`config.mk`:
```
export PLATFORM = sky130hd
export DESIGN_NAME = at_response_ipd_parser
export DESIGN_NICKNAME = d
export VERILOG_FILES = /design/src/atipd_pkg.sv /design/src/at_response_ipd_parser.sv /design/src/atipd_front.sv /design/src/atipd_queue.sv /design/src/atipd_back.sv
export SDC_FILE = /design/constraint.sdc
export NUM_CORES = 1
export LEC_CHECK = 0
export ABC_AREA = 1
export CAP_MARGIN = 10
export CORE_MARGIN = 2
export CORE_UTILIZATION = 40
export DETAILED_ROUTE_END_ITERATION = 16
export DONT_BUFFER_PORTS = 1
export SYNTH_ARGS = -nofsm -noshare
export SYNTH_HDL_FRONTEND = slang
export SYNTH_SLANG_ARGS = --single-unit
```
`constraint.sdc`:
```
create_clock -name clk -period 10.8 [get_ports clk]
set_clock_uncertainty 0.05 [all_clocks]
set_input_delay 2.16 -clock clk [delete_from_list [all_inputs] [get_ports clk]]
set_output_delay 2.16 -clock clk [all_outputs]
set_load 0.03 [all_outputs]
```
`src/atipd_pkg.sv`:
```
// Shared types, codes and constants of the IPD response parser.
// Depends on nothing.
package atipd_pkg;

	localparam int LINE_DEPTH_DEF   = 256;
	localparam int CHANNELS_DEF     = 5;
	localparam int HEADER_DEPTH_DEF = 20;
	localparam int NUM_CAP          = 5;
	localparam int QUEUE_DEPTH      = 4;
	localparam int CFG_W            = 16;
	localparam int CFG_IDX_W        = 3;

	localparam logic [CFG_IDX_W-1:0] REG_TIMEOUT = 3'd0;
	localparam logic [CFG_IDX_W-1:0] REG_CAP0    = 3'd1;
	localparam logic [CFG_IDX_W-1:0] REG_CAP1    = 3'd2;
	localparam logic [CFG_IDX_W-1:0] REG_CAP2    = 3'd3;
	localparam logic [CFG_IDX_W-1:0] REG_CAP3    = 3'd4;
	localparam logic [CFG_IDX_W-1:0] REG_CAP4    = 3'd5;

	localparam logic [15:0] TIMEOUT_RESET = 16'd5000;
	localparam logic [15:0] TC_MAX  = 16'hFFFF;
	localparam logic [12:0] BR_MAX  = 13'd8191;
	localparam logic [3:0]  ID_MAX  = 4'd15;
	localparam logic [11:0] LEN_MAX = 12'd4095;

	localparam logic OP_BYTE = 1'b0;
	localparam logic OP_TICK = 1'b1;

	localparam logic [1:0] STAT_NONE = 2'd0;
	localparam logic [1:0] STAT_DONE = 2'd1;
	localparam logic [1:0] STAT_OVF  = 2'd2;
	localparam logic [1:0] STAT_TMO  = 2'd3;

	localparam logic [2:0] PH_P    = 3'd0;
	localparam logic [2:0] PH_D    = 3'd1;
	localparam logic [2:0] PH_SEP  = 3'd2;
	localparam logic [2:0] PH_ID0  = 3'd3;
	localparam logic [2:0] PH_ID   = 3'd4;
	localparam logic [2:0] PH_LEN0 = 3'd5;
	localparam logic [2:0] PH_LEN  = 3'd6;
	localparam logic [2:0] PH_BAD  = 3'd7;

	localparam logic [7:0] CH_NUL   = 8'h00;
	localparam logic [7:0] CH_LF    = 8'h0A;
	localparam logic [7:0] CH_CR    = 8'h0D;
	localparam logic [7:0] CH_PLUS  = 8'h2B;
	localparam logic [7:0] CH_COMMA = 8'h2C;
	localparam logic [7:0] CH_ZERO  = 8'h30;
	localparam logic [7:0] CH_NINE  = 8'h39;
	localparam logic [7:0] CH_COLON = 8'h3A;
	localparam logic [7:0] CH_GT    = 8'h3E;
	localparam logic [7:0] CH_D     = 8'h44;
	localparam logic [7:0] CH_I     = 8'h49;
	localparam logic [7:0] CH_P     = 8'h50;
	localparam logic [7:0] CH_BSL   = 8'h5C;

	typedef enum logic [2:0] {
		ST_IDLE,
		ST_LINE,
		ST_HEADER,
		ST_PAYLOAD,
		ST_PROMPT
	} state_t;

	typedef struct packed {
		logic       opcode;
		logic [7:0] rx_byte;
	} in_word_t;

	typedef struct packed {
		logic        line_write;
		logic [7:0]  line_index;
		logic [7:0]  line_char;
		logic [1:0]  line_status;
		logic        data_write;
		logic [3:0]  data_channel;
		logic [11:0] data_offset;
		logic [7:0]  data_byte;
		logic [1:0]  data_status;
		logic        send_now;
		logic        last;
	} out_word_t;

	// All results caused by one input word; count runs from one to three.
	typedef struct packed {
		logic [1:0]          count;
		out_word_t [2:0]     res;
	} bundle_t;

	typedef struct packed {
		logic    valid;
		bundle_t data;
	} q_head_t;

endpackage

```
`src/at_response_ipd_parser.sv`:
```
// Top level of the modem IPD response parser.
// Depends on atipd_pkg, atipd_front, atipd_queue and atipd_back.
//
//  channel   direction  handshake            word
//  in        input      in_valid / in_stall   in_word_t: opcode, rx_byte
//  out       output     out_valid / out_stall out_word_t: line, data and prompt results
//  cfg       input      cfg_write             cfg_index, cfg_data
//
// The front end takes one input word per cycle while the queue has room, and works
// out in that cycle the whole parser update and all results that the word causes
// (one to three). The back end issues one result word per cycle, unless out_stall
// holds it, from a four-entry bundle queue. Most words cause one result; a NUL
// or a header that falls back to a text line causes two or three.
// Reset is asynchronous and clears parser state, the queue and the output valid
// flag, and loads the timeout and capacity registers with their defaults.
// in_stall rises while the queue is full; out_stall holds the output register.
module at_response_ipd_parser #(
	parameter int LINE_DEPTH   = atipd_pkg::LINE_DEPTH_DEF,
	parameter int CHANNELS     = atipd_pkg::CHANNELS_DEF,
	parameter int HEADER_DEPTH = atipd_pkg::HEADER_DEPTH_DEF
) (
	input  logic                            clk,
	input  logic                            arst_n,
	input  logic                            in_valid,
	output logic                            in_stall,
	input  atipd_pkg::in_word_t             in_word,
	output logic                            out_valid,
	input  logic                            out_stall,
	output atipd_pkg::out_word_t            out_word,
	input  logic                            cfg_write,
	input  logic [atipd_pkg::CFG_IDX_W-1:0] cfg_index,
	input  logic [atipd_pkg::CFG_W-1:0]     cfg_data
);

	logic               push;
	logic               pop;
	logic               full;
	atipd_pkg::bundle_t bundle;
	atipd_pkg::q_head_t head;

	// A word is taken whenever the queue has room, independent of the output side.
	assign in_stall = full;
	assign push     = in_valid && !full;

	atipd_front #(
		.LINE_DEPTH   (LINE_DEPTH),
		.CHANNELS     (CHANNELS),
		.HEADER_DEPTH (HEADER_DEPTH)
	) u_front (
		.clk       (clk),
		.arst_n    (arst_n),
		.push      (push),
		.in_word   (in_word),
		.cfg_write (cfg_write),
		.cfg_index (cfg_index),
		.cfg_data  (cfg_data),
		.bundle    (bundle)
	);

	atipd_queue u_queue (
		.clk       (clk),
		.arst_n    (arst_n),
		.push      (push),
		.push_data (bundle),
		.pop       (pop),
		.full      (full),
		.head      (head)
	);

	atipd_back u_back (
		.clk       (clk),
		.arst_n    (arst_n),
		.head      (head),
		.pop       (pop),
		.out_valid (out_valid),
		.out_stall (out_stall),
		.out_word  (out_word)
	);

endmodule

```
`src/atipd_front.sv`:
```
// Front end: configuration registers, parser state and per-word result bundles.
// Depends on atipd_pkg.
module atipd_front #(
	parameter int LINE_DEPTH   = atipd_pkg::LINE_DEPTH_DEF,
	parameter int CHANNELS     = atipd_pkg::CHANNELS_DEF,
	parameter int HEADER_DEPTH = atipd_pkg::HEADER_DEPTH_DEF
) (
	input  logic                            clk,
	input  logic                            arst_n,
	input  logic                            push,
	input  atipd_pkg::in_word_t             in_word,
	input  logic                            cfg_write,
	input  logic [atipd_pkg::CFG_IDX_W-1:0] cfg_index,
	input  logic [atipd_pkg::CFG_W-1:0]     cfg_data,
	output atipd_pkg::bundle_t              bundle
);

	localparam int POS_W = $clog2(LINE_DEPTH);
	localparam int XW    = POS_W + 8;
	localparam int CNT_W = $clog2(HEADER_DEPTH + 1);
	localparam logic [POS_W:0] LINE_LIM = (POS_W+1)'(LINE_DEPTH);
	localparam logic [CNT_W-1:0] HDR_LIM = CNT_W'(HEADER_DEPTH);
	localparam logic [3:0] CHAN_LIM = 4'(CHANNELS);

	logic [15:0]             tt_q;
	logic [11:0]             cap_q [atipd_pkg::NUM_CAP];
	atipd_pkg::state_t       state_q, state_d;
	logic [2:0]              phase_q, phase_d;
	logic [CNT_W-1:0]        cnt_q, cnt_d;
	logic [3:0]              id_q, id_d;
	logic [11:0]             len_q, len_d;
	logic [12:0]             br_q, br_d;
	logic [POS_W-1:0]        pos_q, pos_d;
	logic [15:0]             tc_q, tc_d;

	logic [7:0]              c;
	logic                    hdr_restart;
	logic [7:0]              e0, e1;
	logic [1:0]              en;
	logic [7:0]              raw_c [3];
	logic [1:0]              raw_n;
	logic [POS_W-1:0]        wpos;
	logic [XW-1:0]           wext;
	logic                    lw_ok;
	logic [1:0]              lw_n;
	logic                    lw_wr [3];
	logic [7:0]              lw_idx [3];
	logic [7:0]              lw_ch [3];

	logic                    digit;
	logic [7:0]              id_acc;
	logic [15:0]             len_acc;
	logic [2:0]              hp_phase;
	logic [3:0]              hp_id;
	logic [11:0]             hp_len;

	logic [11:0]             cap;
	logic [12:0]             br_inc;
	logic                    pay_keep;
	logic [15:0]             tc_inc;
	logic [CNT_W-1:0]        cnt_inc;

	logic                    use_line;
	logic                    dw;
	logic [1:0]              ls, ds;
	logic                    send;
	logic [1:0]              fin;

	assign c           = in_word.rx_byte;
	assign hdr_restart = (state_q == atipd_pkg::ST_HEADER) && (cnt_q == '0) &&
	                     (c != atipd_pkg::CH_I);

	// Characters to put into the line store, then the writes that fit.
	always_comb begin
		e0 = c;
		e1 = 8'd0;
		en = 2'd1;
		if (c == atipd_pkg::CH_NUL) begin
			e0 = atipd_pkg::CH_BSL;
			e1 = atipd_pkg::CH_ZERO;
			en = 2'd2;
		end else if (c == atipd_pkg::CH_CR || c == atipd_pkg::CH_LF) begin
			en = 2'd0;
		end
		if (hdr_restart) begin
			raw_c[0] = atipd_pkg::CH_PLUS;
			raw_c[1] = e0;
			raw_c[2] = e1;
			raw_n    = en + 2'd1;
			wpos     = '0;
		end else begin
			raw_c[0] = e0;
			raw_c[1] = e1;
			raw_c[2] = 8'd0;
			raw_n    = en;
			wpos     = (state_q == atipd_pkg::ST_IDLE) ? '0 : pos_q;
		end
		lw_ok = 1'b1;
		lw_n  = 2'd0;
		wext  = '0;
		for (int k = 0; k < 3; k++) begin
			lw_wr[k]  = 1'b0;
			lw_idx[k] = 8'd0;
			lw_ch[k]  = 8'd0;
			if ((2'(k) < raw_n) && lw_ok) begin
				if (({1'b0, wpos} + (POS_W+1)'(1)) >= LINE_LIM) begin
					lw_ok = 1'b0;
				end else begin
					wext      = XW'(wpos);
					lw_wr[k]  = 1'b1;
					lw_idx[k] = wext[7:0];
					lw_ch[k]  = raw_c[k];
					wpos      = wpos + POS_W'(1);
					lw_n      = lw_n + 2'd1;
				end
			end
		end
	end

	// Header grammar: one byte of "PD,id,len".
	always_comb begin
		digit    = (c >= atipd_pkg::CH_ZERO) && (c <= atipd_pkg::CH_NINE);
		hp_phase = phase_q;
		hp_id    = id_q;
		hp_len   = len_q;
		id_acc   = ((phase_q == atipd_pkg::PH_ID0) ? 8'd0 : {4'd0, id_q}) * 8'd10 +
		           {4'd0, c[3:0]};
		len_acc  = ((phase_q == atipd_pkg::PH_LEN0) ? 16'd0 : {4'd0, len_q}) * 16'd10 +
		           {12'd0, c[3:0]};
		case (phase_q) inside
			atipd_pkg::PH_P:   hp_phase = (c == atipd_pkg::CH_P) ? atipd_pkg::PH_D
			                                                     : atipd_pkg::PH_BAD;
			atipd_pkg::PH_D:   hp_phase = (c == atipd_pkg::CH_D) ? atipd_pkg::PH_SEP
			                                                     : atipd_pkg::PH_BAD;
			atipd_pkg::PH_SEP: hp_phase = (c == atipd_pkg::CH_COMMA) ? atipd_pkg::PH_ID0
			                                                         : atipd_pkg::PH_BAD;
			atipd_pkg::PH_ID0, atipd_pkg::PH_ID: begin
				if (digit) begin
					hp_id    = (id_acc > 8'd15) ? atipd_pkg::ID_MAX : id_acc[3:0];
					hp_phase = atipd_pkg::PH_ID;
				end else if (c == atipd_pkg::CH_COMMA && phase_q == atipd_pkg::PH_ID) begin
					hp_phase = atipd_pkg::PH_LEN0;
				end else begin
					hp_phase = atipd_pkg::PH_BAD;
				end
			end
			atipd_pkg::PH_LEN0, atipd_pkg::PH_LEN: begin
				if (digit) begin
					hp_len   = (len_acc > 16'd4095) ? atipd_pkg::LEN_MAX : len_acc[11:0];
					hp_phase = atipd_pkg::PH_LEN;
				end else begin
					hp_phase = atipd_pkg::PH_BAD;
				end
			end
			default: hp_phase = atipd_pkg::PH_BAD;
		endcase
	end

	assign cap      = ((id_q < CHAN_LIM) && (id_q < 4'(atipd_pkg::NUM_CAP))) ?
	                  cap_q[id_q[2:0]] : 12'd0;
	assign br_inc   = (br_q < atipd_pkg::BR_MAX) ? br_q + 13'd1 : br_q;
	assign pay_keep = br_inc <= {1'b0, cap};
	assign tc_inc   = (tc_q == atipd_pkg::TC_MAX) ? tc_q : tc_q + 16'd1;
	assign cnt_inc  = cnt_q + CNT_W'(1);

	// Next state and the status of this word.
	always_comb begin
		state_d  = state_q;
		phase_d  = phase_q;
		cnt_d    = cnt_q;
		id_d     = id_q;
		len_d    = len_q;
		br_d     = br_q;
		pos_d    = pos_q;
		tc_d     = tc_q;
		use_line = 1'b0;
		dw       = 1'b0;
		ls       = atipd_pkg::STAT_NONE;
		ds       = atipd_pkg::STAT_NONE;
		send     = 1'b0;
		if (in_word.opcode == atipd_pkg::OP_TICK) begin
			if (state_q == atipd_pkg::ST_IDLE) begin
				tc_d = 16'd0;
			end else if (tc_inc > tt_q) begin
				if (state_q == atipd_pkg::ST_LINE) ls = atipd_pkg::STAT_TMO;
				else ds = atipd_pkg::STAT_TMO;
				state_d = atipd_pkg::ST_IDLE;
				tc_d    = 16'd0;
			end else begin
				tc_d = tc_inc;
			end
		end else begin
			unique case (state_q)
				atipd_pkg::ST_IDLE: begin
					if (c == atipd_pkg::CH_PLUS) begin
						cnt_d   = '0;
						phase_d = atipd_pkg::PH_P;
						state_d = atipd_pkg::ST_HEADER;
					end else if (c == atipd_pkg::CH_GT) begin
						state_d = atipd_pkg::ST_PROMPT;
					end else begin
						use_line = 1'b1;
						pos_d    = wpos;
						if (lw_ok) begin
							state_d = atipd_pkg::ST_LINE;
						end else begin
							ls = atipd_pkg::STAT_OVF;
						end
					end
				end
				atipd_pkg::ST_LINE: begin
					if (c == atipd_pkg::CH_LF) begin
						ls      = atipd_pkg::STAT_DONE;
						state_d = atipd_pkg::ST_IDLE;
					end else begin
						use_line = 1'b1;
						pos_d    = wpos;
						if (!lw_ok) begin
							ls      = atipd_pkg::STAT_OVF;
							state_d = atipd_pkg::ST_IDLE;
						end
					end
				end
				atipd_pkg::ST_HEADER: begin
					if (hdr_restart) begin
						use_line = 1'b1;
						pos_d    = wpos;
						state_d  = atipd_pkg::ST_LINE;
					end else if (cnt_q == '0) begin
						cnt_d   = CNT_W'(1);
						phase_d = atipd_pkg::PH_P;
					end else begin
						cnt_d = cnt_inc;
						if (c == atipd_pkg::CH_COLON) begin
							if (phase_q == atipd_pkg::PH_LEN) begin
								br_d    = 13'd0;
								state_d = atipd_pkg::ST_PAYLOAD;
							end else begin
								ds      = atipd_pkg::STAT_OVF;
								state_d = atipd_pkg::ST_IDLE;
							end
						end else begin
							phase_d = hp_phase;
							id_d    = hp_id;
							len_d   = hp_len;
							if (cnt_inc >= HDR_LIM) begin
								ds      = atipd_pkg::STAT_OVF;
								state_d = atipd_pkg::ST_IDLE;
							end
						end
					end
				end
				atipd_pkg::ST_PAYLOAD: begin
					br_d = br_inc;
					dw   = pay_keep;
					if (br_inc == {1'b0, len_q}) begin
						ds      = pay_keep ? atipd_pkg::STAT_DONE : atipd_pkg::STAT_OVF;
						state_d = atipd_pkg::ST_IDLE;
					end
				end
				atipd_pkg::ST_PROMPT: begin
					send    = 1'b1;
					state_d = atipd_pkg::ST_IDLE;
				end
				default: state_d = atipd_pkg::ST_IDLE;
			endcase
		end
	end

	// Result bundle; statuses and the last mark go on the final result.
	always_comb begin
		bundle = '0;
		if (use_line) begin
			for (int k = 0; k < 3; k++) begin
				bundle.res[k].line_write = lw_wr[k];
				bundle.res[k].line_index = lw_idx[k];
				bundle.res[k].line_char  = lw_ch[k];
			end
			bundle.count = lw_n;
		end
		if (dw) begin
			bundle.res[0].data_write   = 1'b1;
			bundle.res[0].data_channel = id_q;
			bundle.res[0].data_offset  = br_inc[11:0] - 12'd1;
			bundle.res[0].data_byte    = c;
			bundle.count               = 2'd1;
		end
		if (bundle.count == 2'd0) bundle.count = 2'd1;
		fin = bundle.count - 2'd1;
		bundle.res[fin].line_status = ls;
		bundle.res[fin].data_status = ds;
		bundle.res[fin].send_now    = send;
		bundle.res[fin].last        = 1'b1;
	end

	always_ff @(posedge clk or negedge arst_n) begin
		if (!arst_n) begin
			tt_q <= atipd_pkg::TIMEOUT_RESET;
			for (int k = 0; k < atipd_pkg::NUM_CAP; k++) cap_q[k] <= 12'd0;
		end else if (cfg_write) begin
			case (cfg_index)
				atipd_pkg::REG_TIMEOUT: tt_q     <= cfg_data;
				atipd_pkg::REG_CAP0:    cap_q[0] <= cfg_data[11:0];
				atipd_pkg::REG_CAP1:    cap_q[1] <= cfg_data[11:0];
				atipd_pkg::REG_CAP2:    cap_q[2] <= cfg_data[11:0];
				atipd_pkg::REG_CAP3:    cap_q[3] <= cfg_data[11:0];
				atipd_pkg::REG_CAP4:    cap_q[4] <= cfg_data[11:0];
				default: ;
			endcase
		end
	end

	always_ff @(posedge clk or negedge arst_n) begin
		if (!arst_n) begin
			state_q <= atipd_pkg::ST_IDLE;
			phase_q <= atipd_pkg::PH_P;
			cnt_q   <= '0;
			id_q    <= 4'd0;
			len_q   <= 12'd0;
			br_q    <= 13'd0;
			pos_q   <= '0;
			tc_q    <= 16'd0;
		end else if (push) begin
			state_q <= state_d;
			phase_q <= phase_d;
			cnt_q   <= cnt_d;
			id_q    <= id_d;
			len_q   <= len_d;
			br_q    <= br_d;
			pos_q   <= pos_d;
			tc_q    <= tc_d;
		end
	end

endmodule

```
`src/atipd_queue.sv`:
```
// Short queue of result bundles between the front and back ends.
// Depends on atipd_pkg.
module atipd_queue (
	input  logic                clk,
	input  logic                arst_n,
	input  logic                push,
	input  atipd_pkg::bundle_t  push_data,
	input  logic                pop,
	output logic                full,
	output atipd_pkg::q_head_t  head
);

	localparam int D   = atipd_pkg::QUEUE_DEPTH;
	localparam int PW  = $clog2(D);
	localparam int CW  = $clog2(D + 1);

	atipd_pkg::bundle_t mem_q [D];
	logic [PW-1:0]      wr_q, rd_q;
	logic [CW-1:0]      cnt_q;

	assign full       = (cnt_q == CW'(D));
	assign head.valid = (cnt_q != '0);
	assign head.data  = mem_q[rd_q];

	always_ff @(posedge clk) begin
		if (push) mem_q[wr_q] <= push_data;
	end

	always_ff @(posedge clk or negedge arst_n) begin
		if (!arst_n) begin
			wr_q  <= '0;
			rd_q  <= '0;
			cnt_q <= '0;
		end else begin
			if (push) wr_q <= wr_q + PW'(1);
			if (pop)  rd_q <= rd_q + PW'(1);
			if (push && !pop)      cnt_q <= cnt_q + CW'(1);
			else if (pop && !push) cnt_q <= cnt_q - CW'(1);
		end
	end

endmodule

```
`src/atipd_back.sv`:
```
// Back end: issues the results of each queued bundle one word at a time.
// Depends on atipd_pkg.
module atipd_back (
	input  logic                 clk,
	input  logic                 arst_n,
	input  atipd_pkg::q_head_t   head,
	output logic                 pop,
	output logic                 out_valid,
	input  logic                 out_stall,
	output atipd_pkg::out_word_t out_word
);

	logic                 valid_q;
	atipd_pkg::out_word_t word_q;
	logic [1:0]           sub_q;
	logic                 take;

	assign take      = !valid_q || !out_stall;
	assign pop       = take && head.valid && (sub_q == head.data.count - 2'd1);
	assign out_valid = valid_q;
	assign out_word  = word_q;

	always_ff @(posedge clk) begin
		if (take && head.valid) word_q <= head.data.res[sub_q];
	end

	always_ff @(posedge clk or negedge arst_n) begin
		if (!arst_n) begin
			valid_q <= 1'b0;
			sub_q   <= 2'd0;
		end else if (take) begin
			valid_q <= head.valid;
			if (pop) sub_q <= 2'd0;
			else if (head.valid) sub_q <= sub_q + 2'd1;
		end
	end

endmodule

```
==> results of run 1 <==
==> sequential cells by signal, indices dropped and copies added (netlist names), 4 cells and up <==
signal and cells:
u_front.len_q 12, u_front.tt_q 16, u_front.cap_q 60, u_front.tc_q 16
u_queue.mem_q 356, u_front.cnt_q 5, u_front.br_q 13, u_back.out_word 48
u_front.id_q 4, u_front.pos_q 8
==> area by class of cell <==
type / instances / share of cell area [%]
clock inverter: 24 / 0.614
multi-input combinational: 1730 / 31.1
timing repair buffer: 24 / 0.623
clock buffer: 86 / 5.70
inverter: 253 / 3.29
sequential: 554 / 55.0
tap: 855 / 3.70
antenna: 1 / 0.00865
==> stage by stage <==
step                cells  setup WS [ns]  cell area, sq um  hold WS (ns)
global route         3526           3.61             28900         0.458
detailed placement   3416           3.39             27100         0.418
finish               3527           4.03             28900         0.432
global placement     3416           3.55             27100         0.411
CTS                  3526           4.03             28900         0.433
floorplan            2640           3.88             26200         0.398
==> synthesized netlist by cell type, drive strengths merged, types with 3 or more instances <==
library cell | number | area (sq um)
ha | 75 | 938
nand2 | 351 | 1350
o211ai | 3 | 27.5
or2 | 6 | 37.5
o22ai | 103 | 644
nand3 | 100 | 553
buf | 6 | 40.0
dfrtp | 145 | 3630
nand4 | 24 | 150
nor4 | 8 | 50.1
o21a | 5 | 37.5
nor2 | 455 | 1760
a21oi | 89 | 449
dfstp | 5 | 131
edfxtp | 404 | 12100
a22oi | 4 | 30.0
clkbuf | 97 | 364
xnor2 | 11 | 96.3
fa | 5 | 100
nand3b | 4 | 30.0
inv | 249 | 935
o21ai | 329 | 1650
xor2 | 47 | 412
nor3 | 29 | 166
clkinv | 4 | 15.0
o31ai | 7 | 57.6
a22o | 6 | 52.6
==> layer usage <==
metal | GRT usage (%) | vias to the layer above
li1 | - | 8942
met1 | 26.6 | 9001
met2 | 32.1 | 436
met3 | 2.93 | 98
met4 | 5.73 | 0
met5 | 0 | -
==> worst max path at each step <==
stage / from / endpoint / slack, ns / cells after the start
floorplan: in_valid / u_queue.mem_q[0][0] / 3.88 / 4
global placement: in_word[7] / u_front.pos_q[0] / 3.55 / 28
detailed placement: in_word[7] / u_front.pos_q[0] / 3.39 / 28
CTS: in_word[7] / u_front.pos_q[0] / 4.03 / 28
global route: in_word[7] / u_front.pos_q[0] / 3.61 / 28
finish: in_word[7] / u_front.pos_q[0] / 4.03 / 28
==> worst max-delay path: cells and delay by family <==
family | cells | cell delay, ns
AND/OR/NAND/NOR | 16 | 2.57
adder cells (fa/ha/maj) | 6 | 1.66
AO/OA/AOI/OAI | 3 | 0.51
buffers and inverters | 3 | 0.27
==> cell families after synthesis <==
kind of cell               after synthesis
and+or+nand+nor                        981
DFF                                    554
muxes                                    1
buffers and inverters                  356
adders and majority gates               80
other                                    1
xor gates and xnor gates                58
AOI/OAI and AO/OA                      562
==> placed cells by master (no fill, tap or decap), types with 26 or more instances in the layout <==
master / netlist / final
o22ai_1: 103 / 103
o21ai_0: 321 / 321
nor3_1: 26 / 26
edfxtp_1: 404 / 404
nand3_1: 94 / 94
conb_1: 1 / 48
dfrtp_1: 145 / 143
nand2_1: 344 / 344
a21oi_1: 88 / 88
nor2_1: 440 / 433
clkbuf_16: 0 / 59
inv_1: 237 / 236
xor2_1: 47 / 47
ha_1: 75 / 75
==> power groups by stage <==
stage	clock, mW	combinational, mW	sequential (mW)
final	1.91	2.08	3.22
after floorplan	0	1.49	3.20
after CTS	1.96	2.11	3.22
after global routing	2.04	2.34	3.26
after global placement	0	2.06	3.25
after detailed placement	0	2.10	3.26
==> out/results.tsv, run 1 <==
stage	metric	value	unit
power	VDD IR max	231	uV
critical_path	R2R Path End	u_front.pos_q[0]	
logic_synthesis	compound-cell area share of the yosys netlist	11.8	%
logic_synthesis	area of the mapped netlist	0.0260	sq mm
cts	post-cts repair resize count	0	
grt	grt ovf	0	
drt	vias per cell	5.24	
grt	initial antenna violation count	1	
drt	met2 wire length	31500	microns
cts	worst-case clock buffer depth	3	
power	Leakage	11.4	nW
die	core area	0.0643	sq mm
logic_synthesis	Syn Inst Count	2593	
logic_synthesis	Synth Flop Type	edfxtp_1	
outcome	status	finished clean	
timing	Sum Neg Setup Slack	0	ns
drt	routed length on met1	29500	microns
power	PwrDens	249	mW/mm^2
die	Starting Density	40.4	%
die	Chip Height	259	microns
timing	relative slew slack	36.7	%
power	Logic pwr share	28.9	%
drt	top sig layer	met4	
cts	Num CTS Buffers	59	
logic_synthesis	synth warn	0	
drt	First-pass DRT Iterations	5	
power	Sequential Power Share	44.6	%
timing	RSZ-0062 raised after global routing	no	
cts	CTS tree	yes	
critical_path	crit start category	input port	
layout	fill count	6041	
drt	WL per Instance	18.7	microns
cts	post-CTS setup buffers	0	
logic_synthesis	fraction of synthesized cell area in xor and xnor cells	1.95	%
cts	root buf cell	clkbuf_16	
layout	multi-input logic area	0.00899	sq mm
logic_synthesis	Unique masters post-synth	59	
grt	pin count of the biggest net entering global routing	151	
timing	Slew Viols, Final	0	
grt	first-pass GRT wire length	102000	microns
cts	Clock Sinks	554	
drt	Detailed Route Iter0 Violations	1438	
power	switch share	36.9	%
critical_path	peak fanout along the critical path	26	
run	Max Cap Violations	0	
grt	Total GRT Usage	19.4	%
critical_path	r2r setup slk	5.25	ns
critical_path	R2R depth	30	
power	switching power	2.66	mW
critical_path	Max stage delay on crit path	0.33	ns
logic_synthesis	mux contribution to synthesized area	0.0433	%
critical_path	most used cell, CP	ha_1	
timing	Hold Fails Final Rpt	0	
hold_path	hold path cells	2	
power	Final Total Pwr	7.21	mW
placement	IO buf count	0	
die	# rows	93	
hold_path	Hold EP	u_front.cap_q[38]	
timing	fin crit share	62.7	%
critical_path	CP Data Arrival Time	7.19	ns
hold_path	Hold Startpoint	u_front.cap_q[38]	
power	Clock power frac	26.5	%
cts	register clock-pin slew on the reported worst setup and hold paths	0.06	ns
grt	vias in the first global route	17860	
timing	min cycle time layout	6.77	ns
power	Pint	4.55	mW
hold_path	Hold Path Class	reg2reg	
logic_synthesis	post-synthesis adder-cell area fraction	3.99	%
placement	final weighted congestion in routability-driven placement	0.895	
layout	fin util	44.9	%
critical_path	CP Class	in2reg	
cts	hold-fix buffers at CTS	0	
placement	hpwl dp	42200	microns
critical_path	slowest CP cell	nand2_4	
layout	share of layout cells above drive strength 1	6.55	%
die	IO Pins	83	
layout	nets	2735	
drt	WL final	65800	microns
critical_path	Crit. End Element	register	
layout	Layout area overhead	11.2	%
logic_synthesis	Seq/Total Area, Yosys	61.1	%
cts	Worst-Skew Late Latency	0.63	ns
critical_path	reg-to-reg startpoint	u_front.cnt_q[0]	
drt	met3 wire length	3320	microns
logic_synthesis	syn avg cell area	10.0	sq um
timing	actual slew at the worst max-slew pin	0.950	ns
die	Die X	259	microns
critical_path	Critical Path RT	11.22	ns
timing	# setup viols final	0	
logic_synthesis	#FFs+latches synth	554	
drt	DR DRC count	0	
layout	Seq. cell area	0.0159	sq mm
drt	Post-DRT Antenna Nets	0	
timing	maximum clock rate	148	MHz
die	Die Area	0.0671	sq mm
logic_synthesis	post-synthesis simple-gate area fraction	15.9	%
drt	via count	18477	
logic_synthesis	asr flop ratio synth	27.1	%
logic_synthesis	largest family of logic cells by synthesized area	simple AND/OR/NAND/NOR gates	
logic_synthesis	Post-synth EDFFs	404	
cts	# H-tree levels	2	
Note: power is estimated with default switching activity, not from simulation.
==> run 2: changes to the inputs <==
==> constraint.sdc (replaced) <==
create_clock -name clk -period 6.1 [get_ports clk]
set_clock_uncertainty 0.05 [all_clocks]
set_input_delay 1.22 -clock clk [delete_from_list [all_inputs] [get_ports clk]]
set_output_delay 1.22 -clock clk [all_outputs]
set_load 0.03 [all_outputs]
==> out/results.tsv, run 2 (same netlist as run 1, synthesis figures left out) <==
stage	metric	value	unit	change
outcome	status	finished clean		unchanged
cts	post-cts repair resize count	0		unchanged
critical_path	Critical Path RT	6.44	ns	was 11.22 ns
grt	initial antenna violation count	0		was 1
die	Starting Density	40.4	%	unchanged
grt	pin count of the biggest net entering global routing	151		unchanged
layout	share of layout cells above drive strength 1	7.26	%	was 6.55%
drt	WL final	66500	microns	was 65,800 microns
die	# rows	93		unchanged
timing	Slew Viols, Final	0		unchanged
critical_path	CP Data Arrival Time	5.53	ns	was 7.19 ns
cts	root buf cell	clkbuf_16		unchanged
drt	DR DRC count	0		unchanged
die	core area	0.0643	sq mm	unchanged
cts	# H-tree levels	2		unchanged
die	Die X	259	microns	unchanged
critical_path	crit start category	input port		unchanged
layout	Layout area overhead	12.3	%	was 11.2%
die	IO Pins	83		unchanged
layout	fill count	6069		was 6,041
grt	Total GRT Usage	19.8	%	was 19.4%
drt	met3 wire length	2780	microns	was 3320 microns
drt	WL per Instance	18.9	microns	was 18.7 microns
power	PwrDens	449	mW/mm^2	was 249 mW/mm^2
drt	met2 wire length	32100	microns	was 31,500 microns
drt	vias per cell	5.24		about the same
cts	CTS tree	yes		unchanged
power	Final Total Pwr	13.1	mW	was 7.21 mW
layout	max reg flops	356		unchanged
drt	First-pass DRT Iterations	5		unchanged
critical_path	most used cell, CP	ha_1		unchanged
die	Die Area	0.0671	sq mm	unchanged
die	Chip Height	259	microns	unchanged
placement	IO buf count	0		unchanged
critical_path	CP bufs+invs	4		was 3
critical_path	slowest CP cell	nor3_1		was nand2_4
timing	relative slew slack	18.5	%	was 36.7%
timing	min cycle time layout	5.19	ns	
critical_path	CP delay by family, top	simple AND/OR/NAND/NOR gates		unchanged
layout	Final Instance Area	0.0292	sq mm	was 0.0289 sq mm
layout	most frequent cells in the layout	nor2_1 (433), edfxtp_1 (404), nand2_1 (344)		unchanged
drt	via count	18488		was 18,477
layout	most common cell after layout, fill and taps aside	nor2_1		unchanged
layout	register bank with the most flops	u_queue.mem_q		unchanged
cts	register clock-pin slew on the reported worst setup and hold paths	0.06	ns	about the same
power	VDD IR max	297	uV	was 231 uV
cts	Num CTS Buffers	59		unchanged
drt	Detailed Route Iter0 Violations	1576		was 1,438
placement	DP Area	0.0271	sq mm	about the same
timing	# setup viols final	0		unchanged
cts	Clock Sinks	554		unchanged
critical_path	CP Class	in2reg		unchanged
cts	worst-case clock buffer depth	3		unchanged
timing	Sum Neg Setup Slack	0	ns	unchanged
drt	Post-DRT Antenna Nets	0		unchanged
grt	first-pass GRT wire length	104000	microns	was 102,000 microns
placement	hpwl dp	42900	microns	was 42,200 microns
critical_path	peak fanout along the critical path	10		was 26
timing	actual slew at the worst max-slew pin	1.22	ns	was 0.950 ns
run	Max Cap Violations	0		unchanged
timing	fin crit share	85.1	%	
power	Leakage	11.6	nW	was 11.4 nW
placement	placement-stage worst setup slack	0.286	ns	was 3.39 ns
timing	Hold Fails Final Rpt	0		unchanged
drt	routed length on met1	30200	microns	was 29,500 microns
critical_path	Crit. End Element	register		unchanged
timing	worst setup margin	0.911	ns	was 4.03 ns
cts	Worst-Skew Late Latency	0.64	ns	was 0.63 ns
critical_path	Max stage delay on crit path	0.39	ns	was 0.33 ns
cts	hold-fix buffers at CTS	0		unchanged
timing	RSZ-0062 raised after global routing	no		unchanged
drt	top sig layer	met4		unchanged
cts	post-CTS setup buffers	0		unchanged
grt	vias in the first global route	18118		was 17,860
placement	final weighted congestion in routability-driven placement	0.865		was 0.895
hold_path	Hold Path Class	in2async		was reg2reg
grt	grt ovf	0		unchanged
layout	antenna diode count	0		was 1
layout	nets	2736		was 2,735
timing	maximum clock rate	193	MHz	
run 2: cell count changes in the layout (fill, tap and decap cells not counted), sizes merged:
cell / delta
inv: -1
diode: -1
clkbuf: -12
clkinv: +7
bufinv: +7
buf: +1
clkinvlp: +1
run 2: layer usage:
| layer | up-vias | track usage [%] |
|---|---|---|
| met4 | 0 | 5.78 |
| met1 | 9020 | 27.0 |
| li1 | 8941 | - |
| met2 | 434 | 33.3 |
| met3 | 93 | 2.46 |
| met5 | - | 0 |
run 2: power by group:
group	total, mW	internal (mW)	switching, mW
logic	3.60	1.12	2.48
registers	5.78	5.02	0.760
clock network	3.72	2.20	1.52
total	13.1	8.34	4.76
run 2: final cells by class:
type	instances	area, sq um	area share [%]
clock buffer	74	1590	5.45
clock inverter	38	457	1.56
inverter	253	952	3.26
multi-input combinational	1730	8990	30.8
sequential	554	15900	54.4
tap	855	1070	3.66
timing repair buffer	25	238	0.814
run 2: worst paths after layout:
kind	startpoint	to	slack, ns	cells past startpoint
setup / recovery	in_word[7]	u_queue.mem_q[0][126]	0.91	26
hold / removal	arst_n	u_front.tt_q[4]	0.22	0
setup reg to reg	u_front.state_q[1]	u_queue.mem_q[0][126]	1.08	25
hold reg to reg	u_front.cap_q[24]	u_front.cap_q[24]	0.43	2
max in group asynchronous	arst_n	u_queue.rd_q[1]	5.48	0
min in group clk	u_front.cap_q[24]	u_front.cap_q[24]	0.43	2
run 2: through the flow:
step | hold slack, ns | cells | util [%]
after floorplan | 0.398 | 2640 | -
after global placement | 0.410 | 3417 | 42.2
after detailed placement | 0.417 | 3417 | 42.2
after CTS | 0.185 | 3529 | 45.4
after global routing | 0.197 | 3529 | 45.4
final | 0.223 | 3529 | 45.4
==> run 3: changes to the inputs <==
--- a/config.mk
+++ b/config.mk
@@ -11,6 +11,7 @@
 export CORE_UTILIZATION = 40
 export DETAILED_ROUTE_END_ITERATION = 16
 export DONT_BUFFER_PORTS = 1
+export PLACE_DENSITY_LB_ADDON = 0.05
 export SYNTH_ARGS = -nofsm -noshare
 export SYNTH_HDL_FRONTEND = slang
 export SYNTH_SLANG_ARGS = --single-unit
==> constraint.sdc (replaced) <==
create_clock -name clk -period 6.7 [get_ports clk]
set_clock_uncertainty 0.05 [all_clocks]
set_input_delay 1.34 -clock clk [delete_from_list [all_inputs] [get_ports clk]]
set_output_delay 1.34 -clock clk [all_outputs]
set_load 0.03 [all_outputs]
==> out/results.tsv, run 3 (same netlist as run 1, synthesis figures left out) <==
stage	metric	value	unit	change
outcome	status	finished clean		unchanged
drt	met2 wire length	33100	microns	was 32,100 microns
critical_path	Critical Path RT	7.12	ns	was 6.44 ns
grt	vias in the first global route	18139		was 18,118
placement	final weighted congestion in routability-driven placement	0.871		was 0.865
timing	relative slew slack	32.3	%	was 18.5%
drt	Detailed Route Iter0 Violations	1315		was 1,576
cts	post-CTS setup buffers	0		unchanged
power	PwrDens	408	mW/mm^2	was 449 mW/mm^2
timing	min cycle time layout	5.59	ns	
critical_path	Crit. End Element	register		unchanged
layout	antenna diode count	0		unchanged
die	core area	0.0643	sq mm	unchanged
layout	Seq. cell area	0.0159	sq mm	unchanged
layout	most common cell after layout, fill and taps aside	nor2_1		unchanged
die	Die Area	0.0671	sq mm	unchanged
drt	DR DRC count	0		unchanged
timing	worst setup margin	1.11	ns	was 0.911 ns
drt	vias per cell	5.22		was 5.24
placement	hpwl dp	44900	microns	was 42,900 microns
cts	Worst-Skew Late Latency	0.63	ns	was 0.64 ns
grt	Total GRT Usage	20.8	%	was 19.8%
drt	via count	18430		was 18,488
power	VDD IR max	224	uV	was 297 uV
grt	first-pass GRT wire length	108000	microns	was 104,000 microns
drt	Post-DRT Antenna Nets	0		unchanged
critical_path	r2r setup slk	1.44	ns	was 1.08 ns
layout	register bank with the most flops	u_queue.mem_q		unchanged
layout	nets	2741		was 2,736
critical_path	reg-to-reg startpoint	u_front.state_q[1]		unchanged
cts	# H-tree levels	2		unchanged
cts	worst-case clock buffer depth	3		unchanged
die	Die X	259	microns	unchanged
drt	WL final	69600	microns	was 66,500 microns
layout	share of layout cells above drive strength 1	6.80	%	was 7.26%
cts	register clock-pin slew on the reported worst setup and hold paths	0.06	ns	about the same
drt	top sig layer	met4		unchanged
timing	Hold Fails Final Rpt	0		unchanged
critical_path	CP Class	in2reg		unchanged
layout	most frequent cells in the layout	nor2_1 (434), edfxtp_1 (404), nand2_1 (344)		was nor2_1 (433), edfxtp_1 (404), nand2_1 (344)
cts	Clock Sinks	554		unchanged
critical_path	crit start category	input port		unchanged
critical_path	peak fanout along the critical path	11		was 10
grt	grt ovf	0		unchanged
cts	post-cts repair resize count	0		unchanged
timing	RSZ-0062 raised after global routing	no		unchanged
critical_path	R2R Path End	u_front.pos_q[0]		was u_queue.mem_q[0][126]
drt	met3 wire length	2600	microns	was 2780 microns
layout	fill count	6124		was 6,069
die	IO Pins	83		unchanged
die	Starting Density	40.4	%	unchanged
timing	# setup viols final	0		unchanged
drt	First-pass DRT Iterations	7		was 5
cts	Num CTS Buffers	61		was 59
cts	root buf cell	clkbuf_16		unchanged
cts	hold-fix buffers at CTS	0		unchanged
timing	maximum clock rate	179	MHz	
timing	Sum Neg Setup Slack	0	ns	unchanged
placement	placement-stage worst setup slack	0.464	ns	was 0.286 ns
critical_path	R2R depth	27		was 25
power	Leakage	11.5	nW	was 11.6 nW
critical_path	CP Data Arrival Time	6.02	ns	was 5.53 ns
placement	IO buf count	0		unchanged
layout	multi-input logic area	0.00901	sq mm	was 0.00899 sq mm
drt	WL per Instance	19.7	microns	was 18.9 microns
layout	Layout area overhead	12.1	%	was 12.3%
layout	max reg flops	356		unchanged
grt	pin count of the biggest net entering global routing	151		unchanged
timing	Slew Viols, Final	0		unchanged
power	Final Total Pwr	11.9	mW	was 13.1 mW
hold_path	Hold Path Class	in2async		unchanged
die	Chip Height	259	microns	unchanged
timing	fin crit share	83.5	%	
timing	actual slew at the worst max-slew pin	1.01	ns	was 1.22 ns
drt	routed length on met1	32500	microns	was 30,200 microns
die	# rows	93		unchanged
run	Max Cap Violations	0		unchanged
grt	initial antenna violation count	1		was 0
cts	CTS tree	yes		unchanged
timing	hold slack	0.373	ns	was 0.223 ns
-- run 3: cell count changes in the layout (fill, tap and decap cells not counted), sizes merged --
cell	delta
inv	-2
clkinv	-2
buf	+3
clkinvlp	-2
clkbuf	+9
bufinv	-2
-- run 3: layout make-up --
cell class              instances  share of cell area [%]
multi-input cells            1730                    30.9
clock inverters                30                    1.09
flip-flops and latches        554                    54.5
inverters                     253                    3.26
repair buffers                 28                   0.892
clock buffers                  83                    5.69
well taps                     855                    3.67
-- run 3: layer usage --
layer,GRT usage [%],up-vias
met4,4.80,0
li1,-,8945
met2,34.4,291
met1,29.0,9104
met3,3.19,90
met5,0,-
-- run 3: per-stage QoR --
stage / instances / utilization [%] / area, sq um
after floorplan: 2640 / - / 26200
after global placement: 3420 / 42.3 / 27200
after detailed placement: 3420 / 42.3 / 27200
after CTS: 3533 / 45.3 / 29200
after global routing: 3533 / 45.3 / 29200
final: 3533 / 45.3 / 29200
-- run 3: how the worst max path moves through the flow --
| stage | cells after the start | startpoint | slack [ns] | endpoint |
|---|---|---|---|---|
| 2_1_floorplan | 4 | in_valid | 0.60 | u_queue.mem_q[0][0] |
| 3_3_place_gp | 28 | in_word[7] | 0.56 | u_front.pos_q[0] |
| 3_5_place_dp | 28 | in_word[7] | 0.46 | u_front.pos_q[0] |
| 4_1_cts | 28 | in_word[7] | 1.12 | u_front.pos_q[0] |
| 5_1_grt | 28 | in_word[7] | 0.63 | u_front.pos_q[0] |
| 6_report | 28 | in_word[7] | 1.11 | u_front.pos_q[0] |
-- run 3: where the power goes --
part	internal [mW]	leakage (nW)	total [mW]	switching (mW)
Sequential	4.57	5.62	5.22	0.647
Combinational	1.03	4.96	3.35	2.33
Clock	1.96	0.959	3.34	1.38
-- run 3: critical path, stage by stage --
cell	delay (ns)
inv_1	0.11
nand2_1	0.10
nor2_2	0.24
nand2_1	0.13
nand2_4	0.09
nand3_1	0.11
inv_1	0.11
ha_1	0.20
nand3_2	0.12
nor2_2	0.22
nand2_4	0.12
ha_1	0.29
nand2_1	0.05
o21ai_1	0.26
ha_1	0.33
nand3_1	0.13
nor2_2	0.18
nand3_4	0.17
ha_1	0.32
nand2_1	0.05
nand2_1	0.17
ha_1	0.23
inv_1	0.05
nor3_1	0.18
nand4_1	0.13
ha_1	0.30
o21ai_0	0.15
o22ai_1	0.10
